$ cat config.mk
export PLATFORM = sky130hd
export DESIGN_NAME = octet_text_parser_core_flat
export DESIGN_NICKNAME = d
export VERILOG_FILES = /design/src/otp_pkg.sv /design/src/otp_if.sv /design/src/otp_step.sv /design/src/octet_text_parser_core.sv /design/src/flat_wrapper.sv
export SDC_FILE = /design/constraint.sdc
export NUM_CORES = 1
export LEC_CHECK = 0
export ABC_AREA = 1
export CORE_ASPECT_RATIO = 1.25
export CORE_UTILIZATION = 35
export DETAILED_ROUTE_END_ITERATION = 6
export DONT_BUFFER_PORTS = 1
export PLACE_DENSITY = 0.55
export SYNTH_ARGS = -nofsm -noshare
export SYNTH_HDL_FRONTEND = slang
export SYNTH_SLANG_ARGS = --single-unit
$ cat constraint.sdc
create_clock -name clk -period 11.2 [get_ports clk]
set_input_delay 2.24 -clock clk [delete_from_list [all_inputs] [get_ports clk]]
set_output_delay 2.24 -clock clk [all_outputs]
set_load 0.02 [all_outputs]
$ cat src/otp_pkg.sv
// ----------------------------------------------------------------------------
// otp_pkg
// Shared types, codes and helpers of the octet text parser.
// ----------------------------------------------------------------------------
package otp_pkg;

    // Largest octet count a string may be asked to carry
    localparam logic [4:0] MAX_OCTETS = 5'd16;

    // Register indexes on the configuration port
    localparam logic [1:0] REG_RADIX_MODE = 2'd0;
    localparam logic [1:0] REG_BYTE_COUNT = 2'd1;
    localparam logic [1:0] REG_SEPARATOR  = 2'd2;

    // Radix mode codes
    localparam logic [1:0] MODE_BIN = 2'd0;
    localparam logic [1:0] MODE_DEC = 2'd1;
    localparam logic [1:0] MODE_HEX = 2'd2;

    // Register reset values
    localparam logic [1:0] RADIX_MODE_RESET = MODE_HEX;
    localparam logic [4:0] BYTE_COUNT_RESET = 5'd6;
    localparam logic [7:0] SEPARATOR_RESET  = 8'd58;

    // Status codes
    localparam logic [1:0] STATUS_OK      = 2'd0;
    localparam logic [1:0] STATUS_INVALID = 2'd1;
    localparam logic [1:0] STATUS_RANGE   = 2'd2;

    // Character codes
    localparam logic [7:0] CHAR_NUL = 8'h00;

    // Digit value given to anything that is not a digit or a letter
    localparam logic [5:0] DIGIT_NONE = 6'h3F;

    // Flag in the digit counter: separator taken, no digit yet
    localparam logic [3:0] DIGIT_SEP_TAKEN = 4'd8;

    typedef struct packed {
        logic [1:0] radix_mode;
        logic [4:0] byte_count;
        logic [7:0] separator_char;
    } otp_cfg_t;

    typedef struct packed {
        logic       discard;
        logic [4:0] octet_index;
        logic [3:0] digit_index;
        logic [7:0] partial_value;
    } otp_state_t;

    typedef struct packed {
        logic [7:0] byte_value;
        logic       is_final;
        logic [1:0] status;
        logic [4:0] octets_done;
    } otp_result_t;

    // Map a character to its digit value: decimal digits keep their value,
    // letters of either case continue upwards from ten
    function automatic logic [5:0] char_digit(input logic [7:0] c);
        logic [7:0] d;
        begin
            d = 8'd0;
            if (c >= "0" && c <= "9")
            begin
                d = c - "0";
            end
            else if (c >= "A" && c <= "Z")
            begin
                d = c - "A" + 8'd10;
            end
            else if (c >= "a" && c <= "z")
            begin
                d = c - "a" + 8'd10;
            end
            else
            begin
                d = {2'b00, DIGIT_NONE};
            end
            return d[5:0];
        end
    endfunction

endpackage

$ cat src/otp_if.sv
// ----------------------------------------------------------------------------
// otp_char_if / otp_result_if
// Valid/ready channels for characters in and parse results out.
// ----------------------------------------------------------------------------
interface otp_char_if;
    logic       valid;
    logic       ready;
    logic [7:0] char_code;

    modport source (output valid, output char_code, input ready);
    modport sink   (input valid, input char_code, output ready);
endinterface

interface otp_result_if;
    logic       valid;
    logic       ready;
    logic [7:0] byte_value;
    logic       is_final;
    logic [1:0] status;
    logic [4:0] octets_done;

    modport source (output valid, output byte_value, output is_final,
                    output status, output octets_done, input ready);
    modport sink   (input valid, input byte_value, input is_final,
                    input status, input octets_done, output ready);
endinterface

$ cat src/otp_step.sv
// ----------------------------------------------------------------------------
// otp_step
// Next-state and result logic for one character of the string.
// ----------------------------------------------------------------------------
module otp_step (
    input  logic [7:0]          char_code,
    input  otp_pkg::otp_cfg_t   cfg,
    input  otp_pkg::otp_state_t state,
    output otp_pkg::otp_state_t state_next,
    output logic                emit,
    output otp_pkg::otp_result_t result
);
    import otp_pkg::*;

    logic [4:0]  need;
    logic [5:0]  radix;
    logic [3:0]  field;
    logic [3:0]  count;
    logic [5:0]  digit;
    logic [11:0] scaled;
    logic [11:0] value;
    logic        is_dec;
    logic        fault;
    logic [1:0]  fault_status;

    // Saturate the required octet count
    assign need = (cfg.byte_count > MAX_OCTETS) ? MAX_OCTETS : cfg.byte_count;

    // Select radix and field width, scale the partial value
    always_comb
    begin
        unique case (cfg.radix_mode)
            MODE_BIN:
            begin
                radix  = 6'd2;
                field  = 4'd8;
                scaled = {3'b000, state.partial_value, 1'b0};
            end
            MODE_DEC:
            begin
                radix  = 6'd10;
                field  = 4'd3;
                scaled = {1'b0, state.partial_value, 3'b000}
                       + {3'b000, state.partial_value, 1'b0};
            end
            default:
            begin
                radix  = 6'd16;
                field  = 4'd2;
                scaled = {state.partial_value, 4'b0000};
            end
        endcase
    end

    assign is_dec = (cfg.radix_mode == MODE_DEC);
    assign digit  = char_digit(char_code);
    assign value  = scaled + {6'b000000, digit};
    assign count  = {1'b0, state.digit_index[2:0]} + 4'd1;

    // Walk the string one character at a time
    always_comb
    begin
        state_next   = state;
        emit         = 1'b0;
        result       = '0;
        fault        = 1'b0;
        fault_status = STATUS_OK;

        priority if (state.discard)
        begin
            // swallow up to the terminator, then start afresh
            if (char_code == CHAR_NUL)
            begin
                state_next = '0;
            end
        end
        else if (char_code == CHAR_NUL)
        begin
            state_next      = '0;
            emit            = 1'b1;
            result.is_final = 1'b1;
            if (state.octet_index == need && state.digit_index == 4'd0)
            begin
                result.octets_done = need;
            end
            else
            begin
                result.status = STATUS_INVALID;
            end
        end
        else if (state.octet_index >= need)
        begin
            fault        = 1'b1;
            fault_status = STATUS_INVALID;
        end
        else if (state.digit_index == 4'd0 && state.octet_index != 5'd0
                 && char_code == cfg.separator_char)
        begin
            state_next.digit_index = DIGIT_SEP_TAKEN;
        end
        else if (digit >= radix)
        begin
            fault        = 1'b1;
            fault_status = STATUS_INVALID;
        end
        else if (is_dec && value > 12'd255)
        begin
            fault        = 1'b1;
            fault_status = STATUS_RANGE;
        end
        else if (count >= field)
        begin
            // octet complete: hand it out
            state_next.octet_index   = state.octet_index + 5'd1;
            state_next.digit_index   = 4'd0;
            state_next.partial_value = 8'd0;
            emit                     = 1'b1;
            result.byte_value        = value[7:0];
            result.octets_done       = state.octet_index + 5'd1;
        end
        else
        begin
            state_next.digit_index   = count;
            state_next.partial_value = value[7:0];
        end

        // Report the first fault and drop the rest of the string
        if (fault)
        begin
            state_next         = '0;
            state_next.discard = 1'b1;
            emit               = 1'b1;
            result             = '0;
            result.is_final    = 1'b1;
            result.status      = fault_status;
        end
    end

endmodule

$ cat src/octet_text_parser_core.sv
// ----------------------------------------------------------------------------
// octet_text_parser_core
// Decodes a NUL-terminated character stream into octets with a closing status.
// ----------------------------------------------------------------------------
// A transferred character passes the input register, then the result register.
// Throughput: one character per cycle while the result port is not stalled; the
// input register, one step of decode logic and the result register form the whole path.
// Reset: rst_n clears parse state and the valid flags of both channel registers and
// restores the configuration registers to their defaults; no clearing pass is needed.
module octet_text_parser_core (
    input  logic                clk,
    input  logic                rst_n,
    otp_char_if.sink            chars,
    otp_result_if.source        results,
    input  logic                psel,
    input  logic                penable,
    input  logic                pwrite,
    input  logic [3:0]          paddr,
    input  logic [31:0]         pwdata,
    output logic [31:0]         prdata,
    output logic                pready
);
    import otp_pkg::*;

    otp_cfg_t    cfg_reg;
    otp_state_t  state_reg;
    otp_state_t  state_next;
    logic        in_valid_reg;
    logic [7:0]  in_char_reg;
    logic        out_valid_reg;
    otp_result_t out_data_reg;
    otp_result_t step_result;
    logic        step_emit;
    logic        step_fire;
    logic        cfg_write;
    logic [1:0]  reg_index;

    // Configuration port
    assign pready    = 1'b1;
    assign reg_index = paddr[3:2];
    assign cfg_write = psel && penable && pwrite;

    always_ff @(posedge clk or negedge rst_n)
    begin
        if (!rst_n)
        begin
            cfg_reg.radix_mode     <= RADIX_MODE_RESET;
            cfg_reg.byte_count     <= BYTE_COUNT_RESET;
            cfg_reg.separator_char <= SEPARATOR_RESET;
        end
        else if (cfg_write)
        begin
            if (reg_index == REG_RADIX_MODE)
            begin
                cfg_reg.radix_mode <= pwdata[1:0];
            end
            if (reg_index == REG_BYTE_COUNT)
            begin
                cfg_reg.byte_count <= pwdata[4:0];
            end
            if (reg_index == REG_SEPARATOR)
            begin
                cfg_reg.separator_char <= pwdata[7:0];
            end
        end
    end

    // Read back the addressed register
    always_comb
    begin
        prdata = 32'd0;
        unique case (reg_index)
            REG_RADIX_MODE: prdata = {30'd0, cfg_reg.radix_mode};
            REG_BYTE_COUNT: prdata = {27'd0, cfg_reg.byte_count};
            REG_SEPARATOR:  prdata = {24'd0, cfg_reg.separator_char};
            default:        prdata = 32'd0;
        endcase
    end

    // Advance a character whenever the result register is free or draining
    assign step_fire   = in_valid_reg && (!out_valid_reg || results.ready);
    assign chars.ready = !in_valid_reg || step_fire;

    // Hold the incoming character
    always_ff @(posedge clk or negedge rst_n)
    begin
        if (!rst_n)
        begin
            in_valid_reg <= 1'b0;
        end
        else if (chars.valid && chars.ready)
        begin
            in_valid_reg <= 1'b1;
        end
        else if (step_fire)
        begin
            in_valid_reg <= 1'b0;
        end
    end

    always_ff @(posedge clk)
    begin
        if (chars.valid && chars.ready)
        begin
            in_char_reg <= chars.char_code;
        end
    end

    otp_step u_step (
        .char_code  (in_char_reg),
        .cfg        (cfg_reg),
        .state      (state_reg),
        .state_next (state_next),
        .emit       (step_emit),
        .result     (step_result)
    );

    // Parse state
    always_ff @(posedge clk or negedge rst_n)
    begin
        if (!rst_n)
        begin
            state_reg <= '0;
        end
        else if (step_fire)
        begin
            state_reg <= state_next;
        end
    end

    // Result register
    always_ff @(posedge clk or negedge rst_n)
    begin
        if (!rst_n)
        begin
            out_valid_reg <= 1'b0;
        end
        else if (step_fire)
        begin
            out_valid_reg <= step_emit;
        end
        else if (results.ready)
        begin
            out_valid_reg <= 1'b0;
        end
    end

    always_ff @(posedge clk)
    begin
        if (step_fire && step_emit)
        begin
            out_data_reg <= step_result;
        end
    end

    assign results.valid       = out_valid_reg;
    assign results.byte_value  = out_data_reg.byte_value;
    assign results.is_final    = out_data_reg.is_final;
    assign results.status      = out_data_reg.status;
    assign results.octets_done = out_data_reg.octets_done;

`ifndef SYNTHESIS
    // A byte result always carries ok status
    assert property (@(posedge clk) disable iff (!rst_n)
        (results.valid && !results.is_final) |-> (results.status == STATUS_OK))
        else $error("byte result with non-ok status");

    // An error closing result reports no octets
    assert property (@(posedge clk) disable iff (!rst_n)
        (results.valid && results.is_final && results.status != STATUS_OK)
            |-> (results.octets_done == 5'd0))
        else $error("error result with octet count");

    // While swallowing, no progress is kept
    assert property (@(posedge clk) disable iff (!rst_n)
        state_reg.discard |-> (state_reg.octet_index == 5'd0
                               && state_reg.digit_index == 4'd0
                               && state_reg.partial_value == 8'd0))
        else $error("progress kept while swallowing");

    // A swallowed character never produces a result
    assert property (@(posedge clk) disable iff (!rst_n)
        (step_fire && state_reg.discard) |=> !results.valid)
        else $error("result produced while swallowing");
`endif

endmodule
$ cat src/flat_wrapper.sv
// flat-port wrapper written by rule: the top's interface ports become plain ports
module octet_text_parser_core_flat import otp_pkg::*;
  (clk, rst_n, psel, penable, pwrite, paddr, pwdata, prdata, pready, chars_valid, chars_char_code, chars_ready, results_valid, results_byte_value, results_is_final, results_status, results_octets_done, results_ready);
  otp_char_if chars_i ();
  otp_result_if results_i ();
  input  logic clk;
  input  logic rst_n;
  input  logic psel;
  input  logic penable;
  input  logic pwrite;
  input  logic [3:0] paddr;
  input  logic [31:0] pwdata;
  output logic [31:0] prdata;
  output logic pready;
  input wire logic [$bits(chars_i.valid)-1:0] chars_valid;
  input wire logic [$bits(chars_i.char_code)-1:0] chars_char_code;
  output wire logic [$bits(chars_i.ready)-1:0] chars_ready;
  output wire logic [$bits(results_i.valid)-1:0] results_valid;
  output wire logic [$bits(results_i.byte_value)-1:0] results_byte_value;
  output wire logic [$bits(results_i.is_final)-1:0] results_is_final;
  output wire logic [$bits(results_i.status)-1:0] results_status;
  output wire logic [$bits(results_i.octets_done)-1:0] results_octets_done;
  input wire logic [$bits(results_i.ready)-1:0] results_ready;
  assign chars_i.valid = chars_valid;
  assign chars_i.char_code = chars_char_code;
  assign chars_ready = chars_i.ready;
  assign results_valid = results_i.valid;
  assign results_byte_value = results_i.byte_value;
  assign results_is_final = results_i.is_final;
  assign results_status = results_i.status;
  assign results_octets_done = results_i.octets_done;
  assign results_i.ready = results_ready;
  octet_text_parser_core u_core (.clk(clk), .rst_n(rst_n), .chars(chars_i), .results(results_i), .psel(psel), .penable(penable), .pwrite(pwrite), .paddr(paddr), .pwdata(pwdata), .prdata(prdata), .pready(pready));
endmodule
==> results.sh, run 1 <==
export IMPL_final_cell_mix="nand2_1, inv_1, nor2_1"
export IMPL_final_common_cell="nand2_1"
export IMPL_num_vias=4045
export IMPL_final_period_utilization=0.4769
export IMPL_cts_setup_buffers=0
export IMPL_post_dp_cell_area_um2=4798
export IMPL_die_area_um2=14020
export IMPL_p_per_area_nw_per_um2=155.6
export IMPL_ir_drop_mv=0.08147
export IMPL_worst_pin_slew_ns=0.9116
export IMPL_largest_reg_flops=18
export IMPL_grt_pass1_vias=3902
export IMPL_period_needed_ns=5.341
export IMPL_antenna_cells=0
export IMPL_grt_pass1_wl_um=19260
export IMPL_num_rows=47
export IMPL_hold_start="u_core.cfg_reg[8]"
export IMPL_cts_htree_levels=3
export IMPL_p_leak_uw=0.002529
export IMPL_synthCells=637
export IMPL_cts_resized=0
export IMPL_yosysUniqueCellTypes=47
export IMPL_cts_root_buffer="clkbuf_16"
export IMPL_r2r_cells=26
export IMPL_ios=102
export IMPL_yosysWarnings=0
export IMPL_required_ns=8.96
export IMPL_place_congestion=0.8935
export IMPL_wl_per_cell_um=14.02
export IMPL_final_area_um2=5142
export IMPL_via_per_inst=4.975
export IMPL_crit_type="input port to output pin"
export IMPL_clk_path_buf_depth=2
export IMPL_reg2reg_slack_ns=6.52
export IMPL_fin_setup_tns_ns=0
export IMPL_start_util=0.3585
export IMPL_place_ws_ns=5.850
export IMPL_clk_pin_slew_ns=0.05
export IMPL_cts_buffers=9
export IMPL_drtPass1Iterations=5
export IMPL_end_kind="output pin"
export IMPL_slew_viol_final=0
export IMPL_drc=0
export IMPL_grt_overflow_total=0
export IMPL_layout_drive_gt1_share=0.08879
export IMPL_crit_fanout=7
export IMPL_worstReg2RegEnd="u_core.results.byte_value[3]"
export IMPL_dp_hpwl_um=8966
export IMPL_drt_antenna_violating_nets=0
export IMPL_startpoint_type="input port"
export IMPL_cts_hold_buf=0
export IMPL_fin_skew_ns=0.007734
export IMPL_synth_edf_count=24
export IMPL_timing_slew_headroom=0.3901
export IMPL_synth_flop_cell="dfrtp_1"
export IMPL_cts_tree="built"
export IMPL_setup_ws_ns=5.859
export IMPL_maxCapViolations=0
export IMPL_holdPathEnd="u_core.cfg_reg[8]"
export IMPL_cts_sinks=59
export IMPL_hold_viol_final=0
export IMPL_grt_max_degree=36
export IMPL_cp_arrival_ns=3.10
export IMPL_hold_path_class="register to register"
export IMPL_synth_seq_cells=59
export IMPL_yosysSeqAreaShare=0.3384
export IMPL_track_usage=0.1727
export IMPL_antenna_found_initial=0
export IMPL_run_status="complete, no violations"
export IMPL_setup_viol=0
export IMPL_synth_cell_area_um2=4743
export IMPL_core_um2=13230
export IMPL_die_w_um=106.1
export IMPL_synth_async_reset_ratio=0.5932
export IMPL_r2r_start="u_core.in_char_reg[4]"
export IMPL_wl_um=11400
export IMPL_die_h_um=132.2
export IMPL_whs_path_depth=2
export IMPL_area_delta_synth_final_pct=8.415
export IMPL_max_freq_mhz=187.2
export IMPL_rsz0062_at_grt="false"
export IMPL_io_buffer_count=0
export IMPL_clk_latency_ns=0.33
export IMPL_nets=724
export IMPL_drt_first_iter_violations=196
export IMPL_syn_avg_cell_area_um2=7.446
[worst max-delay path, stage by stage]
cell	delay (ns)
inv_1	0.03
nor2_1	0.15
inv_1	0.15
o21ai_0	0.54
[synth_stat cells (all sizes together) (2+ instances only)]
master  instances  area [um2]
nand2         169       676.9
inv           100       375.4
nand3          61       382.9
nor2           57       229.0
ha             34       425.4
buf            33       245.2
o21ai          30       153.9
dfrtp          28       700.7
edfxtp         24       720.7
a21oi          16       83.83
nand4          13       87.58
nor3           13       75.07
o22ai           8       50.05
dfstp           7       183.9
nor4            7       50.05
xor2            7       61.31
xnor2           5       43.79
nand3b          4       30.03
o211ai          4       30.03
clkbuf          2       7.510
conb            2       7.510
fa              2       40.04
[metal layers]
layer	vias up	share of wire	global-route usage
li1	2030	-	-
met2	118	0.48	0.2937
met3	9	0.041	0.02768
met4	0	0.010	0.04167
met5	-	0	0
met1	1888	0.47	0.2278
[cell families (layout without fill, tap and decap cells)]
logic type | after synthesis | count (layout) | synth area share
compound gates | 66 | 66 | 0.08099
fa+ha+maj | 36 | 36 | 0.09813
other cells | 2 | 25 | 0.001583
flops | 59 | 59 | 0.3384
buf+inv | 136 | 118 | 0.1332
simple gates | 326 | 326 | 0.3255
xor+xnor | 12 | 12 | 0.02216
[power by group]
part	total [uW]	internal, uW	leakage (uW)	switching [uW]
clock	323	224	0.000163	99.7
sequential	267	246	0.000651	20.9
combinational	210	67.9	0.00171	142
[metrics by stage]
step / util / std cells / hold WS (ns) / total power, uW
floorplan: - / 660 / 0.4530 / 437.0
global placement: 0.3626 / 797 / 0.4800 / 474.3
detailed placement: 0.3626 / 797 / 0.4805 / 478.7
CTS: 0.3887 / 813 / 0.4946 / 805.4
global route: 0.3887 / 813 / 0.5180 / 849.2
finish: 0.3887 / 813 / 0.4922 / 800.0
[how the worst max path moves through the flow]
stage | depth (start not counted) | startpoint | to
after global placement | 4 | paddr[3] | prdata[2]
final | 4 | paddr[3] | prdata[2]
after CTS | 4 | paddr[3] | prdata[2]
after global routing | 4 | paddr[3] | prdata[2]
after floorplan | 4 | paddr[3] | prdata[2]
after detailed placement | 4 | paddr[3] | prdata[2]
[layout make-up]
cell class	count	area, um2
fill	1402	8089
clock inverter	4	97.59
tap	171	214.0
inverter	101	379.1
clock buffer	12	246.5
timing repair buffer	1	7.507
multi-input combinational	465	2592
sequential	59	1605
Power figures use the tool's default switching activity.
==> run 2, diff against run 1 <==
--- a/config.mk
+++ b/config.mk
@@ -10,7 +10,7 @@
 export CORE_UTILIZATION = 35
 export DETAILED_ROUTE_END_ITERATION = 6
 export DONT_BUFFER_PORTS = 1
-export PLACE_DENSITY = 0.55
+export PLACE_DENSITY = 0.57
 export SYNTH_ARGS = -nofsm -noshare
 export SYNTH_HDL_FRONTEND = slang
 export SYNTH_SLANG_ARGS = --single-unit
==> constraint.sdc (replaced) <==
create_clock -name clk -period 4.5 [get_ports clk]
set_input_delay 0.9 -clock clk [delete_from_list [all_inputs] [get_ports clk]]
set_output_delay 0.9 -clock clk [all_outputs]
set_load 0.02 [all_outputs]
==> results.sh, run 2 (same netlist as run 1, synthesis figures left out) <==
export IMPL_run_status="complete, no violations"
export IMPL_final_period_utilization=0.8984
export IMPL_period_needed_ns=4.043
export IMPL_slew_viol_final=0
export IMPL_grt_pass1_wl_um=19410
export IMPL_r2r_cells=28
export IMPL_ios=102
export IMPL_worst_hold_slack_ns=0.2671
export IMPL_drt_antenna_violating_nets=0
export IMPL_worst_pin_slew_ns=0.6737
export IMPL_timing_slew_headroom=0.5461
export IMPL_io_buffer_count=0
export IMPL_startpoint_type="register"
export IMPL_cts_setup_buffers=0
export IMPL_setup_viol=0
export IMPL_cp_arrival_ns=4.08
export IMPL_cts_buffers=9
export IMPL_layout_drive_gt1_share=0.1002
export IMPL_drc=0
export IMPL_fin_setup_tns_ns=0
export IMPL_track_usage=0.1743
export IMPL_cts_hold_buf=0
export IMPL_p_leak_uw=0.002548
export IMPL_ir_drop_mv=0.2120
export IMPL_antenna_cells=0
export IMPL_dp_hpwl_um=8951
export IMPL_required_ns=4.53
export IMPL_start_util=0.3585
export IMPL_via_per_inst=5.018
export IMPL_maxCapViolations=0
export IMPL_critical_path_most_common_cell="nand2_1"
export IMPL_crit_slowest_cell="edfxtp_1"
export IMPL_largest_reg_flops=18
export IMPL_final_common_cell="nand2_1"
export IMPL_cts_htree_levels=3
export IMPL_antenna_found_initial=0
export IMPL_grt_max_degree=36
export IMPL_die_w_um=106.1
export IMPL_clk_path_buf_depth=2
export IMPL_die_area_um2=14020
export IMPL_place_congestion=0.8831
export IMPL_cts_sinks=59
export IMPL_drt_first_iter_violations=259
export IMPL_fin_skew_ns=0.005869
export IMPL_wl_per_cell_um=13.90
export IMPL_cts_root_buffer="clkbuf_16"
export IMPL_wl_um=11400
export IMPL_die_h_um=132.2
export IMPL_final_cell_mix="nand2_1, inv_1, nor2_1"
export IMPL_hold_viol_final=0
export IMPL_max_stage_delay_ns=0.41
export IMPL_max_freq_mhz=247.4
export IMPL_num_vias=4115
export IMPL_cts_tree="built"
export IMPL_crit_start="u_core.in_char_reg[4]"
export IMPL_crit_fanout=16
export IMPL_crit_type="register to register"
export IMPL_rsz0062_at_grt="false"
export IMPL_num_rows=47
export IMPL_core_um2=13230
export IMPL_nets=731
export IMPL_hold_path_class="input port to async pin"
export IMPL_grt_overflow_total=0
export IMPL_p_per_area_nw_per_um2=364.4
export IMPL_end_kind="register"
export IMPL_grt_pass1_vias=3968
export IMPL_area_delta_synth_final_pct=8.758
export IMPL_clk_pin_slew_ns=0.05
export IMPL_clk_latency_ns=0.33
export IMPL_cts_resized=0
export IMPL_r2r_start="u_core.in_char_reg[4]"
export IMPL_drtPass1Iterations=4
[run 2: area by class of cell]
cell class                      instances  area [um2]
Multi-Input combinational cell        465        2592
Clock inverter                          5       52.55
Timing Repair Buffer                    8       72.57
Clock buffer                           11       242.7
Tap cell                              171       214.0
Sequential cell                        59        1605
Fill cell                            1379        8073
Inverter                              101       379.1
[run 2: report_power, final]
group          leakage [uW]  switching (uW)  internal (uW)
sequential         0.000651            48.6            612
combinational       0.00175             360            174
clock              0.000145             245            440
total               0.00255             654           1230
[run 2: stage by stage]
step	setup WS, ns	instance area [um2]	cells	total power [uW]	utilization
floorplan	0.7164	4830	660	1088	-
global placement	0.5542	4863	804	1181	0.3676
detailed placement	0.4428	4863	804	1194	0.3676
CTS	0.3952	5159	820	1895	0.3899
global route	0.08160	5159	820	1996	0.3899
finish	0.4574	5159	820	1880	0.3899
[run 2: metal layers]
metal  GRT usage  part of all wire
met3     0.03806             0.045
met5           0                 0
met4     0.05941             0.023
met2      0.2955              0.49
met1      0.2170              0.44
[run 2: path summary, 6_finish.rpt]
| kind | slack, ns | to |
|---|---|---|
| max reg2reg | 0.46 | u_core.results.byte_value[4] |
| min in group clk | 0.50 | u_core.cfg_reg[8] |
| min reg2reg | 0.50 | u_core.cfg_reg[8] |
| min | 0.27 | u_core.results.valid |
| max | 0.46 | u_core.results.byte_value[4] |
| max in group asynchronous | 4.04 | u_core.cfg_reg[5] |
[run 2: critical path, delay by kind of cell, from the launching register on]
family | cells | cell delay [ns]
compound gates | 3 | 0.59
fa+ha+maj | 3 | 0.62
buf+inv | 8 | 0.84
flops | 1 | 0.41
simple gates | 14 | 1.28
==> run 3, diff against run 2 <==
--- a/config.mk
+++ b/config.mk
@@ -10,7 +10,7 @@
 export CORE_UTILIZATION = 35
 export DETAILED_ROUTE_END_ITERATION = 6
 export DONT_BUFFER_PORTS = 1
-export PLACE_DENSITY = 0.57
+export PLACE_DENSITY = 0.55
 export SYNTH_ARGS = -nofsm -noshare
 export SYNTH_HDL_FRONTEND = slang
 export SYNTH_SLANG_ARGS = --single-unit
==> constraint.sdc (replaced) <==
create_clock -name clk -period 4.94 [get_ports clk]
set_input_delay 0.988 -clock clk [delete_from_list [all_inputs] [get_ports clk]]
set_output_delay 0.988 -clock clk [all_outputs]
set_load 0.02 [all_outputs]
==> results.sh, run 3 (same netlist as run 1, synthesis figures left out) <==
export IMPL_run_status="complete, no violations"
export IMPL_critical_path_depth=27
export IMPL_setup_viol=0
export IMPL_die_h_um=132.2
export IMPL_crit_family="simple AND/OR/NAND/NOR gates"
export IMPL_final_cell_mix="nand2_1, inv_1, nor2_1"
export IMPL_via_per_inst=4.930
export IMPL_die_w_um=106.1
export IMPL_drt_first_iter_violations=223
export IMPL_grt_max_degree=36
export IMPL_rsz0062_at_grt="false"
export IMPL_drt_antenna_violating_nets=0
export IMPL_fin_skew_ns=0.01119
export IMPL_ir_drop_mv=0.1621
export IMPL_final_period_utilization=0.8942
export IMPL_crit_type="register to register"
export IMPL_fin_setup_tns_ns=0
export IMPL_crit_slowest_cell="edfxtp_1"
export IMPL_hold_viol_final=0
export IMPL_grt_pass1_wl_um=18620
export IMPL_nets=727
export IMPL_hold_path_class="input port to async pin"
export IMPL_cp_arrival_ns=4.43
export IMPL_max_freq_mhz=226.4
export IMPL_cts_sinks=59
export IMPL_num_rows=47
export IMPL_wl_um=11340
export IMPL_cts_htree_levels=3
export IMPL_clk_path_buf_depth=2
export IMPL_cts_setup_buffers=0
export IMPL_clk_latency_ns=0.33
export IMPL_drtPass1Iterations=5
export IMPL_antenna_cells=0
export IMPL_critical_path_most_common_cell="inv_1"
export IMPL_core_um2=13230
export IMPL_grt_overflow_total=0
export IMPL_area_delta_synth_final_pct=7.834
export IMPL_required_ns=4.96
export IMPL_layout_drive_gt1_share=0.09147
export IMPL_worst_hold_slack_ns=0.3508
export IMPL_dp_hpwl_um=8982
export IMPL_grt_pass1_vias=3830
export IMPL_cts_hold_buf=0
export IMPL_drc=0
export IMPL_crit_fanout=16
export IMPL_max_stage_delay_ns=0.51
export IMPL_clk_pin_slew_ns=0.06
export IMPL_start_util=0.3585
export IMPL_num_vias=4023
export IMPL_slew_viol_final=0
export IMPL_cts_resized=0
export IMPL_final_common_cell="nand2_1"
export IMPL_final_cells=816
export IMPL_wl_per_cell_um=13.90
export IMPL_timing_slew_headroom=0.5639
export IMPL_place_ws_ns=0.5350
export IMPL_end_kind="register"
export IMPL_io_buffer_count=0
export IMPL_track_usage=0.1681
export IMPL_setup_ws_ns=0.5226
export IMPL_r2r_cells=27
export IMPL_period_needed_ns=4.417
export IMPL_largest_reg_flops=18
export IMPL_cts_tree="built"
export IMPL_path_buf_inv=7
export IMPL_p_leak_uw=0.002526
export IMPL_place_congestion=0.8777
export IMPL_cts_buffers=9
export IMPL_antenna_found_initial=0
export IMPL_dpl_cell_count=800
export IMPL_worst_pin_slew_ns=0.6473
export IMPL_maxCapViolations=0
export IMPL_ios=102
export IMPL_startpoint_type="register"
export IMPL_die_area_um2=14020
export IMPL_p_per_area_nw_per_um2=331.8
export IMPL_cts_root_buffer="clkbuf_16"
-- run 3: report_power, final --
group	internal (uW)	leakage [uW]	switching (uW)
logic	157	0.00173	325
clock network	397	0.000145	213
registers	558	0.000651	48.2
total	1110	0.00253	586
-- run 3: path summary, 6_finish.rpt --
check | from | endpoint | slack, ns
min in group clk | u_core.cfg_reg[8] | u_core.cfg_reg[8] | 0.50
max in group asynchronous | rst_n | u_core.cfg_reg[1] | 4.41
hold / removal | rst_n | u_core.state_reg[7] | 0.35
setup / recovery | u_core.in_char_reg[4] | u_core.results.byte_value[3] | 0.52
hold reg to reg | u_core.cfg_reg[8] | u_core.cfg_reg[8] | 0.50
setup reg to reg | u_core.in_char_reg[4] | u_core.results.byte_value[3] | 0.52
-- run 3: area by class of cell --
type | count | area, um2
fillers | 1383 | 8117
multi-input cells | 465 | 2592
flip-flops and latches | 59 | 1605
inverters | 101 | 379.1
clock buffers | 15 | 289.0
well taps | 171 | 214.0
repair buffers | 4 | 30.03
clock inverters | 1 | 5.005
-- run 3: stage by stage --
| stage | total power (uW) | utilization | area (um2) |
|---|---|---|---|
| after floorplan | 990.8 | - | 4830 |
| after global placement | 1079 | 0.3644 | 4821 |
| after detailed placement | 1092 | 0.3644 | 4821 |
| after CTS | 1707 | 0.3866 | 5115 |
| after global routing | 1799 | 0.3866 | 5115 |
| final | 1697 | 0.3866 | 5115 |
-- run 3: worst register-to-register path: stages, from the launching register on --
cell and delay (ns):
edfxtp_1 0.51, inv_1 0.20, ha_1 0.24, inv_1 0.07
nor2_1 0.05, nand2_1 0.07, nand3_2 0.11, nand2_4 0.11
nand2_1 0.06, inv_1 0.05, o22ai_1 0.10, inv_1 0.08
ha_1 0.13, inv_1 0.07, fa_1 0.41, o21ai_0 0.31
a21o_1 0.23, nand3_1 0.09, nand2_1 0.07, nand2_1 0.04
nand3_1 0.10, nand3_1 0.18, nand3_4 0.17, nand2_4 0.14
nand3_1 0.14, nand2_1 0.10, inv_1 0.06, buf_4 0.22
-- run 3: per-layer routing --
layer  up-vias  GRT usage  wire, um
li1       2032          -         -
met2       111     0.2821      5533
met1      1865     0.2150      5204
met4         0    0.04784       151
met5         -          0         0
met3        15    0.03757       452
